==> config.mk <==
export PLATFORM = sky130hd
export DESIGN_NAME = cbf_ctrl
export DESIGN_NICKNAME = d
export VERILOG_FILES = /design/src/rtl/core/cbf_pkg.sv /design/src/rtl/core/cbf_ctrl.sv
export SDC_FILE = /design/constraint.sdc
export NUM_CORES = 1
export LEC_CHECK = 0
export BUFFER_PORTS_ARGS = -buffer_cell sky130_fd_sc_hd__buf_2
export CORE_UTILIZATION = 30
export DETAILED_ROUTE_END_ITERATION = 8
export GPL_TIMING_DRIVEN = 0
export SLEW_MARGIN = 20
export SYNTH_ARGS = -nofsm -noshare
export SYNTH_HDL_FRONTEND = slang
export SYNTH_SLANG_ARGS = --single-unit
==> constraint.sdc <==
create_clock -name clk -period 4.4 [get_ports clk]
set_input_delay 0.66 -clock clk [delete_from_list [all_inputs] [get_ports clk]]
set_output_delay 0.66 -clock clk [all_outputs]
set_load 0.01 [all_outputs]
==> src/rtl/core/cbf_pkg.sv <==
// Shared types and constants for the cubic Bezier flattener.
`timescale 1ns / 1ps
package cbf_pkg;

  localparam int COORD_WIDTH_DEF = 24;
  localparam int MAX_POINTS_DEF  = 64;
  localparam int RES_W           = 16;
  localparam int T_W             = 17;    // t in Q0.16 plus a bit to hold 1.0
  localparam logic [RES_W-1:0] RES_RESET = 16'd256;

  typedef struct packed {
    logic signed [COORD_WIDTH_DEF-1:0] start_x;
    logic signed [COORD_WIDTH_DEF-1:0] start_y;
    logic signed [COORD_WIDTH_DEF-1:0] ctrl1_x;
    logic signed [COORD_WIDTH_DEF-1:0] ctrl1_y;
    logic signed [COORD_WIDTH_DEF-1:0] ctrl2_x;
    logic signed [COORD_WIDTH_DEF-1:0] ctrl2_y;
    logic signed [COORD_WIDTH_DEF-1:0] end_x;
    logic signed [COORD_WIDTH_DEF-1:0] end_y;
  } in_beat_t;

  typedef struct packed {
    logic signed [COORD_WIDTH_DEF-1:0] point_x;
    logic signed [COORD_WIDTH_DEF-1:0] point_y;
    logic                              last_point;
  } out_beat_t;

  // Datapath operations requested by the controller.
  typedef enum logic [2:0] {
    OP_NONE   = 3'd0,
    OP_LOAD   = 3'd1,
    OP_SQRT   = 3'd2,
    OP_DIV    = 3'd3,
    OP_WEIGHT = 3'd4,
    OP_ACC    = 3'd5,
    OP_EMIT   = 3'd6,
    OP_END    = 3'd7
  } dp_op_t;

  typedef struct packed {
    dp_op_t     op;
    logic       first;    // first cycle of a multi-cycle op
  } dp_cmd_t;

  typedef struct packed {
    logic       done;       // multi-cycle op finished
    logic       chord_zero;
    logic       t_more;     // next t is below one and point budget remains
  } dp_stat_t;

endpackage

==> src/rtl/core/cbf_ctrl.sv <==
// Controller state machine sequencing the flattener datapath.
`timescale 1ns / 1ps
module cbf_ctrl (
  input  logic               clk,
  input  logic               rst_n,
  input  logic               start,
  output logic               busy,
  input  cbf_pkg::dp_stat_t  stat,
  output cbf_pkg::dp_cmd_t   cmd,
  output logic               out_valid,
  output logic               out_last
);
  import cbf_pkg::*;

  typedef enum logic [7:0] {
    S_IDLE   = 8'b0000_0001,
    S_SQRT   = 8'b0000_0010,
    S_DIV    = 8'b0000_0100,
    S_WEIGHT = 8'b0000_1000,
    S_ACC    = 8'b0001_0000,
    S_EMIT   = 8'b0010_0000,
    S_END    = 8'b0100_0000,
    S_SHOW   = 8'b1000_0000
  } state_t;

  state_t state_r, state_nxt;
  logic   first_r, first_nxt;
  logic   valid_r, valid_nxt;
  logic   last_r, last_nxt;

  always_comb begin
    state_nxt = state_r;
    first_nxt = 1'b0;
    valid_nxt = 1'b0;
    last_nxt  = 1'b0;
    cmd.op    = OP_NONE;
    cmd.first = first_r;
    unique case (state_r)
      S_IDLE: begin
        // the end point strobe still shows on the first idle cycle
        if (start && !busy) begin
          cmd.op    = OP_LOAD;
          state_nxt = S_SQRT;
          first_nxt = 1'b1;
        end
      end
      S_SQRT: begin
        cmd.op = OP_SQRT;
        if (stat.done) begin
          state_nxt = S_DIV;
          first_nxt = 1'b1;
        end
      end
      S_DIV: begin
        if (!first_r && stat.chord_zero) state_nxt = S_END;
        else begin
          cmd.op = OP_DIV;
          if (stat.done) begin
            state_nxt = S_SHOW;
          end
        end
      end
      S_SHOW: begin
        // decide whether another interior point follows
        if (stat.t_more) begin
          state_nxt = S_WEIGHT;
          first_nxt = 1'b1;
        end else state_nxt = S_END;
      end
      S_WEIGHT: begin
        cmd.op = OP_WEIGHT;
        if (stat.done) begin
          state_nxt = S_ACC;
          first_nxt = 1'b1;
        end
      end
      S_ACC: begin
        cmd.op = OP_ACC;
        if (stat.done) state_nxt = S_EMIT;
      end
      S_EMIT: begin
        cmd.op    = OP_EMIT;
        valid_nxt = 1'b1;
        state_nxt = S_SHOW;
      end
      S_END: begin
        cmd.op    = OP_END;
        valid_nxt = 1'b1;
        last_nxt  = 1'b1;
        state_nxt = S_IDLE;
      end
      default: state_nxt = S_IDLE;
    endcase
  end

  always_ff @(posedge clk) begin
    if (!rst_n) begin
      state_r <= S_IDLE;
      first_r <= 1'b0;
      valid_r <= 1'b0;
      last_r  <= 1'b0;
    end else begin
      state_r <= state_nxt;
      first_r <= first_nxt;
      valid_r <= valid_nxt;
      last_r  <= last_nxt;
    end
  end

  assign busy      = (state_r != S_IDLE) || valid_r;
  assign out_valid = valid_r;
  assign out_last  = last_r;

  assert property (@(posedge clk) disable iff (!rst_n)
    (start && !busy) |=> (state_r == S_SQRT))
    else $error("accepted segment did not start the root");
  assert property (@(posedge clk) disable iff (!rst_n)
    out_last |-> out_valid)
    else $error("last flag without a strobe");
  assert property (@(posedge clk) disable iff (!rst_n)
    $rose(out_last) |-> (state_r == S_IDLE))
    else $error("segment continued past its end point");

endmodule

Word-level counts from Yosys, hierarchy flattened
Cells that the tools add are included.

Equality and inequality tests: 14. Mux-type cells: 17. Reduce and logical (&&, ||, !) cells: 8.

Operator list (number): $pmux W8 S7 (1); $mux W8 (6); $pmux W3 S7 (1); $eq A8 B1 Y1 const B (1); $eq A8 B2 Y1 const B (1); $eq A8 B3 Y1 const B (1); $eq A8 B4 Y1 const B (1); $eq A8 B5 Y1 const B (1); $eq A8 B6 Y1 const B (1); $eq A8 B7 Y1 const B (1); $eq A8 B8 Y1 const B (1); $ne A2 B2 Y1 const B (4); $ne A8 B1 Y1 const B (1); $mux W7 (1); $mux W1 (6); $reduce_and A5 Y1 (1); $reduce_or A2 Y1 (2); $ne A3 B3 Y1 const B (1); $pmux W1 S3 (1); $logic_and A1 B1 Y1 (2); $logic_not A1 Y1 (2); $mux W2 (1); $logic_or A1 B1 Y1 (1).

Bits in registers: 11. Input bits: 6. Word-level logic and storage cells: 43.

Longest topological paths before layout
Gate-level depths: netlist of the first run.

Depth after elaboration: 6. Depth in mapped cells: 6. Gate-level depth less buffers: 5.

Worst setup path after synthesis of the first run
OpenSTA, ideal clock, no wires.

Kind: flip-flop to output port. Start: register state_r[7]. End: output port cmd[1] in the netlist's numbering. Arrival: 1.600 ns. Required time: 3.740 ns. Setup slack: 2.140 ns. Cell stages (with the launch flop): 5. Path through: dfxtp_1 or4_4 or2_4 or3_1 nand3_1.

RTL lines: start: declaration (RTL line cbf_ctrl.sv:26) `state_t state_r, state_nxt;`; start signal: assignment (RTL line cbf_ctrl.sv:103) `state_r <= state_nxt;`; end: declaration (RTL line cbf_ctrl.sv:9) `output cbf_pkg::dp_cmd_t cmd,`.

==> reports/results.ini, run 1 <==
[run_status]
status = completed

[routing]
first_pass_iters = 4
drt_iter0_drc = 32
ant_nets = 0
num_vias = 693
routed_wl_mm = 1.55
drc = 0
detail_route.wl_per_cell_um = 12.1
viasPerCell = 5.41

[floorplan]
coreArea_um2 = 2000
die_w_um = 48.5
rows = 16
die_area_um2 = 2350
start_util_pct = 32.4
dieHeight_um = 48.5
ioPinCount = 13

[worst_setup_path]
start_kind = register
endpoint = cmd[1]
crit_path_max_fanout = 10
critPathCaptureType = output port
crit_type = register to output port
r2r_start = state_r[3]
reg2reg_depth = 6
timing.reg2reg.setup_slack_ns = 2.52
crit_required_ns = 3.74
r2r-end = out_valid
worstPathArrival_ns = 2.22
crit_path_start = state_r[3]

[placement]
place_hpwl_mm = 1.21
place_inst = 124
port_buffers = 12
place_congestion = 0.856
pre_cts_ws_ns = 1.82

[pwr]
power.leakage_uw = 0.000336
powerDensity_nw_per_um2 = 395
irDropWorstVdd_mv = 0.210

[cells_and_area]
drive_above_1_share_pct = 23.8
n_antenna_cell = 0
fin_nets = 108
layout.cells.non_filler = 128
area_growth_pct = 18.7

[timing]
clock-skew-final_ns = 0.00320
finalCriticalPeriod_ns = 2.88
timing.final.crit_share_pct = 65.5
fin_tns_setup_ns = 0
maxSlewHeadroom_pct = 62.4
drv_slew = 0
worstMarginPinSlew_ns = 0.563
rsz0062_at_grt = false
max_freq_mhz = 347
hold_violations = 0
setup_violations = 0
worst_slack_ns = 1.52

[yosys]
syn-instance-count = 85
synth-compound-area-share_pct = 20.0
synthXorXnorAreaFrac_pct = 1.35
avgSynthCellArea_um2 = 7.64
yosysTopAreaCell = dfxtp_1
synth_cell_types = 32
synth-seq-cells = 11
ys_seq_area_share_pct = 33.9
synth_top_cell_area_share_pct = 33.9
synth_top_cells_by_area = dfxtp_1 34%, nor2_1 6.9%, nand2b_1 5.8%
synthAdderAreaFrac_pct = 0
synthSimpleGateAreaFrac_pct = 40.5
synth_top_family_by_area = simple AND/OR/NAND/NOR gates
synthMuxAreaShare_pct = 0
syn-num-nets = 91
yosysWarnings = 0
syn-cell-area_um2 = 649

[clock_tree]
cts_tree = built
hold_buffers = 0
clk_latency_ns = 0.27
cts_htree_levels = 1
cts.sinks = 11
cts_resized = 0
clk_transition_reported_paths_ns = 0.08
numCtsBuffers = 3
cts-root-buf = clkbuf_4
cts_setup_buffers = 0
clockBufferDepth = 2

[hold_path]
hp-start = rst_n
hp-class = input pin to register

[grt]
grt_pass1_vias = 617
overflow = 0
grt_max_degree = 11
antenna_found_initial = 0
grt_pass1_wl_mm = 2.61
globalRouteTotalUtil_pct = 14.3

[flow_run]
drv_cap = 0

[cell type report]
type / count / area (um2)
Sequential cell: 11 / 220
Clock buffer: 3 / 22.5
Tap cell: 27 / 33.8
Inverter: 3 / 11.3
Multi-Input combinational cell: 68 / 402
Buffer: 3 / 16.3
Fill cell: 228 / 1230
Clock inverter: 1 / 5.00
Timing Repair Buffer: 12 / 60.1
[cells by family (layout without fill, tap and decap cells)]
group	Yosys count	in the layout
AND/OR/NAND/NOR	46	46
buffers and inverters	6	22
flip-flops	11	11
XOR/XNOR	1	1
AO/OA/AOI/OAI	21	21
[cells in the mapped netlist]
library cell and number:
or4_4 1, nand4_1 1, o211ai_1 1, dfxtp_1 11, nor4b_1 1, nor4_1 2
o21ai_0 7, and2_1 1, inv_1 3, nor3b_1 2, xor2_1 1, and4b_1 1
buf_2 1, or2_4 1, o31a_1 1, nand2b_1 6, or2_2 2, nor2b_1 1
nor2_1 12, nand3_1 3, or3_1 2, o21bai_1 1, a21oi_1 6, buf_4 1
nand2_1 6, nor3_2 1, clkbuf_1 1, o41ai_1 1, nor3_1 2, o211a_1 2
a31oi_1 2, nor4_2 1
[sequential cells by signal (all words and copies together) (netlist names)]
name	flops
first_r	1
out_valid	1
out_last	1
state_r	8
[worst min path at each step]
| stage | endpoint | depth (start not counted) |
|---|---|---|
| global placement | state_r[7] | 2 |
| finish | out_last | 2 |
| CTS | out_last | 2 |
| global route | state_r[1] | 2 |
| floorplan | state_r[7] | 2 |
| detailed placement | state_r[7] | 2 |
[cells in the final DEF (no fill, tap or decap), types with 3 or more instances in the layout]
cell type	synthesis	final
a21oi_1	6	6
buf_2	1	13
clkbuf_4	0	3
dfxtp_1	11	11
inv_1	3	3
nand2_1	6	6
nand2b_1	6	6
nand3_1	3	3
nor2_1	12	12
o21ai_0	7	7
[stage by stage]
stage / instance area (um2) / total power, uW / hold slack, ns / util, %
2_1_floorplan: 649 / 202 / 0.545 / -
3_3_place_gp: 743 / 232 / 0.600 / 37.1
3_5_place_dp: 743 / 234 / 0.606 / 37.1
4_1_cts: 771 / 307 / 0.616 / 38.5
5_1_grt: 771 / 324 / 0.631 / 38.5
6_report: 771 / 305 / 0.623 / 38.5
[layer usage]
layer / track usage (%) / share of wire, % / vias up
li1: - / - / 335
met1: 18.7 / 45 / 317
met2: 21.8 / 44 / 39
met3: 5.66 / 9.7 / 2
met4: 3.92 / 0.71 / 0
met5: 0 / 0 / -
[critical path, cell delays in order (launching register included)]
cell	delay [ns]
dfxtp_1	0.30
buf_2	0.17
nor4_2	0.46
nand2_1	0.13
nor3b_1	0.52
nor2b_1	0.13
nand3_1	0.10
buf_2	0.12
[where the power goes]
| group | internal [uW] | total (uW) | leakage [uW] | switching (uW) |
|---|---|---|---|---|
| clock network | 33.7 | 71.0 | 0.0000177 | 37.3 |
| registers | 109 | 121 | 0.0000893 | 12.3 |
| logic | 50.1 | 112 | 0.000229 | 62.0 |
| total | 193 | 305 | 0.000336 | 112 |
No activity file was read; power rests on OpenSTA's default activity.
==> run 2, diff against run 1 <==
- clock period: 4.4 -> 2.4 ns (I/O delays scaled with it)
==> reports/results.ini, run 2 (same netlist as run 1, synthesis figures left out) <==
[run_status]
status = completed

[floorplan]
die_area_um2 = 2350
rows = 16
coreArea_um2 = 2000
dieHeight_um = 48.5
ioPinCount = 13
die_w_um = 48.5
start_util_pct = 32.4

[timing]
maxSlewHeadroom_pct = 62.3
drv_slew = 0
hold_violations = 0
worstMarginPinSlew_ns = 0.558
finalCriticalPeriod_ns = 2.35
worst_slack_ns = 0.0498
setup_violations = 0
clock-skew-final_ns = 0.00202
timing.final.crit_share_pct = 97.9
fin_tns_setup_ns = 0
max_freq_mhz = 425

[grt]
grt_pass1_wl_mm = 2.61
globalRouteTotalUtil_pct = 14.3
antenna_found_initial = 0
grt_pass1_vias = 619
grt_max_degree = 11
overflow = 0

[cells_and_area]
layout_common_cells = 12 x buf_2, 12 x nor2_1, 7 x o21ai_0, 7 x dfxtp_1
area_growth_pct = 32.9
fillers = 216
final_util_pct = 43.1
fin_nets = 113
drive_above_1_share_pct = 35.8
largest_register = state_r
multi_input_area_um2 = 443
n_antenna_cell = 0
final-seq-area_um2 = 228
largest_reg_flops = 8

[hold_path]
hp-class = input pin to register

[clock_tree]
clk_transition_reported_paths_ns = 0.08
hold_buffers = 0
clk_latency_ns = 0.27
cts-root-buf = clkbuf_4
numCtsBuffers = 3
clockBufferDepth = 2
cts_tree = built
cts_htree_levels = 1
cts.sinks = 11

[worst_setup_path]
critPathCaptureType = output port
crit_path_max_fanout = 5
worstPathArrival_ns = 1.99
crit_required_ns = 2.04
start_kind = register
crit_type = register to output port

[routing]
drc = 0
detail_route.wl_per_cell_um = 12.3
viasPerCell = 5.15
first_pass_iters = 4
ant_nets = 0
routed_wl_mm = 1.64
drt_iter0_drc = 23
num_vias = 685

[pwr]
powerDensity_nw_per_um2 = 704
irDropWorstVdd_mv = 0.347
power.leakage_uw = 0.000373
power_uw = 608

[placement]
place_hpwl_mm = 1.21
port_buffers = 12
place_congestion = 0.856
pre_cts_ws_ns = 0.124

[flow_run]
drv_cap = 0

-- run 2: final cells by class --
cell class,instances,share of cell area [%]
clock inverter,1,0.580
clock buffer,3,2.61
buffer,3,1.88
timing repair buffer,17,12.0
inverter,3,1.30
multi-input combinational,68,51.3
tap,27,3.91
sequential,11,26.4
-- run 2: final timing paths --
check             startpoint          to  slack [ns]  depth (start not counted)
hold reg to reg   state_r[2]  state_r[7]        0.61                          2
setup / recovery  state_r[0]      cmd[1]        0.05                          5
setup reg to reg  state_r[0]  state_r[7]        0.37                          6
hold / removal         rst_n    out_last        0.32                          2
-- run 2: stage by stage --
stage,std cells,hold WS (ns),area [um2]
final,133,0.319,863
after global routing,133,0.331,863
after CTS,128,0.316,786
after detailed placement,124,0.603,743
after global placement,124,0.597,743
after floorplan,85,0.482,649
-- run 2: worst max-delay path, cell delays in order, from the launching register on --
cell	delay [ns]
dfxtp_2	0.34
or4_4	0.53
or2_4	0.29
or3_4	0.38
nand3_2	0.07
buf_6	0.10
-- run 2: timing repair --
item / in CTS / in global routing
endpoints found under the setup margin: 3 / 3
setup buffers: 0 / 5
pin swaps: 0 / 4
gates resized for setup: 3 / 11
-- run 2: metal layers --
layer | vias to the layer above | routed length (um) | track usage, %
met4 | 0 | 0 | 3.92
met2 | 18 | 736 | 21.8
li1 | 346 | - | -
met1 | 321 | 819 | 18.7
met3 | 0 | 84 | 5.66
met5 | - | 0 | 0
-- run 2: power breakdown --
part / internal (uW) / switching (uW)
combinational: 121 / 130
sequential: 201 / 24.2
clock: 61.8 / 70.2
total: 383 / 225
==> run 3, diff against run 2 <==
- clock period: 2.4 -> 2.7 ns (I/O delays scaled with it)
==> reports/results.ini, run 3 (same netlist as run 1, synthesis figures left out) <==
[clock_tree]
cts_tree = built
numCtsBuffers = 3
cts_htree_levels = 1
clk_transition_reported_paths_ns = 0.08
clk_latency_ns = 0.27
cts_setup_buffers = 0
hold_buffers = 0
clockBufferDepth = 2
cts-root-buf = clkbuf_4
cts.sinks = 11

[grt]
grt_pass1_vias = 617
grt_most_used_layer = met2
met2_usage_pct = 21.8
antenna_found_initial = 0
grt_max_degree = 11
globalRouteTotalUtil_pct = 14.3
grt_pass1_wl_mm = 2.61
use_met3_pct = 5.66
grt_use_met1_pct = 18.7
overflow = 0

[cells_and_area]
layout.cells.non_filler = 128
fin_nets = 108
layout_commonest_cell = buf_2
layout_common_cells = 13 x buf_2, 12 x nor2_1, 11 x dfxtp_1, 7 x o21ai_0
n_antenna_cell = 0
area_growth_pct = 19.5
largest_register = state_r
drive_above_1_share_pct = 24.8
largest_reg_flops = 8
stdcell_area_um2 = 776
fillers = 227

[pwr]
irDropWorstVdd_mv = 0.340
power.leakage_uw = 0.000337
powerDensity_nw_per_um2 = 641

[floorplan]
start_util_pct = 32.4
coreArea_um2 = 2000
rows = 16
dieHeight_um = 48.5
ioPinCount = 13
die_area_um2 = 2350
die_w_um = 48.5

[worst_setup_path]
r2r-end = first_r
crit_required_ns = 2.30
critPathCaptureType = output port
crit_path_max_fanout = 8
r2r_start = state_r[4]
timing.reg2reg.setup_slack_ns = 0.83
start_kind = register
reg2reg_depth = 6
worstPathArrival_ns = 2.06
crit_type = register to output port

[routing]
drt_iter0_drc = 39
ant_nets = 0
first_pass_iters = 4
num_vias = 685
routed_wl_mm = 1.55
detail_route.wl_per_cell_um = 12.1
viasPerCell = 5.35
drc = 0

[placement]
place_hpwl_mm = 1.21
pre_cts_ws_ns = 0.379
dpl_cell_area_um2 = 743
place_congestion = 0.856
place_inst = 124
port_buffers = 12

[hold_path]
min_to = out_last
hp-class = input pin to register
hp-start = rst_n
whs_path_depth = 2

[timing]
max_freq_mhz = 406
timing.final.crit_share_pct = 91.2
worstMarginPinSlew_ns = 0.486
maxSlewHeadroom_pct = 67.3
hold_violations = 0
whs_ns = 0.368
drv_slew = 0
setup_violations = 0
fin_tns_setup_ns = 0
finalCriticalPeriod_ns = 2.46
rsz0062_at_grt = false
clock-skew-final_ns = 0.00315
worst_slack_ns = 0.237

[flow_run]
drv_cap = 0

[run_status]
status = completed

==> run 3: worst max path at each step <==
| stage | startpoint | cells after the start | slack (ns) | endpoint |
|---|---|---|---|---|
| after detailed placement | state_r[4] | 7 | 0.38 | cmd[1] |
| after global routing | state_r[4] | 7 | 0.06 | cmd[1] |
| after global placement | state_r[3] | 7 | 0.43 | cmd[1] |
| after floorplan | state_r[7] | 4 | 0.70 | cmd[1] |
| final | state_r[4] | 7 | 0.24 | cmd[1] |
| after CTS | state_r[4] | 7 | 0.06 | cmd[1] |
==> run 3: per-layer routing <==
| layer | wire (um) | up-vias |
|---|---|---|
| met4 | 0 | 0 |
| met3 | 132 | 0 |
| met5 | 0 | - |
| li1 | - | 338 |
| met2 | 706 | 28 |
| met1 | 714 | 319 |
==> run 3: metrics by stage <==
| step | utilization, % | total power (uW) |
|---|---|---|
| floorplan | - | 329 |
| global placement | 37.1 | 379 |
| detailed placement | 37.1 | 382 |
| CTS | 38.5 | 500 |
| global route | 38.8 | 530 |
| finish | 38.8 | 497 |
==> run 3: repair_timing <==
item                                    in CTS  in global routing
resized for setup                            0                  1
endpoints found under the setup margin       0                  3
hold endpoints to repair                     0                  0
==> run 3: area by class of cell <==
| cell class | count | area (um2) | area share (%) |
|---|---|---|---|
| clock inverter | 1 | 5.00 | 0.645 |
| timing repair buffer | 12 | 60.1 | 7.74 |
| buffer | 3 | 16.3 | 2.10 |
| multi-input combinational | 68 | 407 | 52.4 |
| sequential | 11 | 220 | 28.4 |
| inverter | 3 | 11.3 | 1.45 |
| tap | 27 | 33.8 | 4.35 |
| clock buffer | 3 | 22.5 | 2.90 |
==> run 3: critical path: stages (launching register included) <==
cell and delay (ns):
dfxtp_1 0.30, clkbuf_1 0.19, nor4_2 0.46, nand2_1 0.16, nor3b_2 0.36, nor2b_1 0.11, nand3_1 0.09, buf_2 0.12
==> run 3: report_power, final <==
group / total, uW / internal [uW] / switching, uW
registers: 198 / 178 / 20.4
clock network: 116 / 54.9 / 61.0
logic: 183 / 81.7 / 101
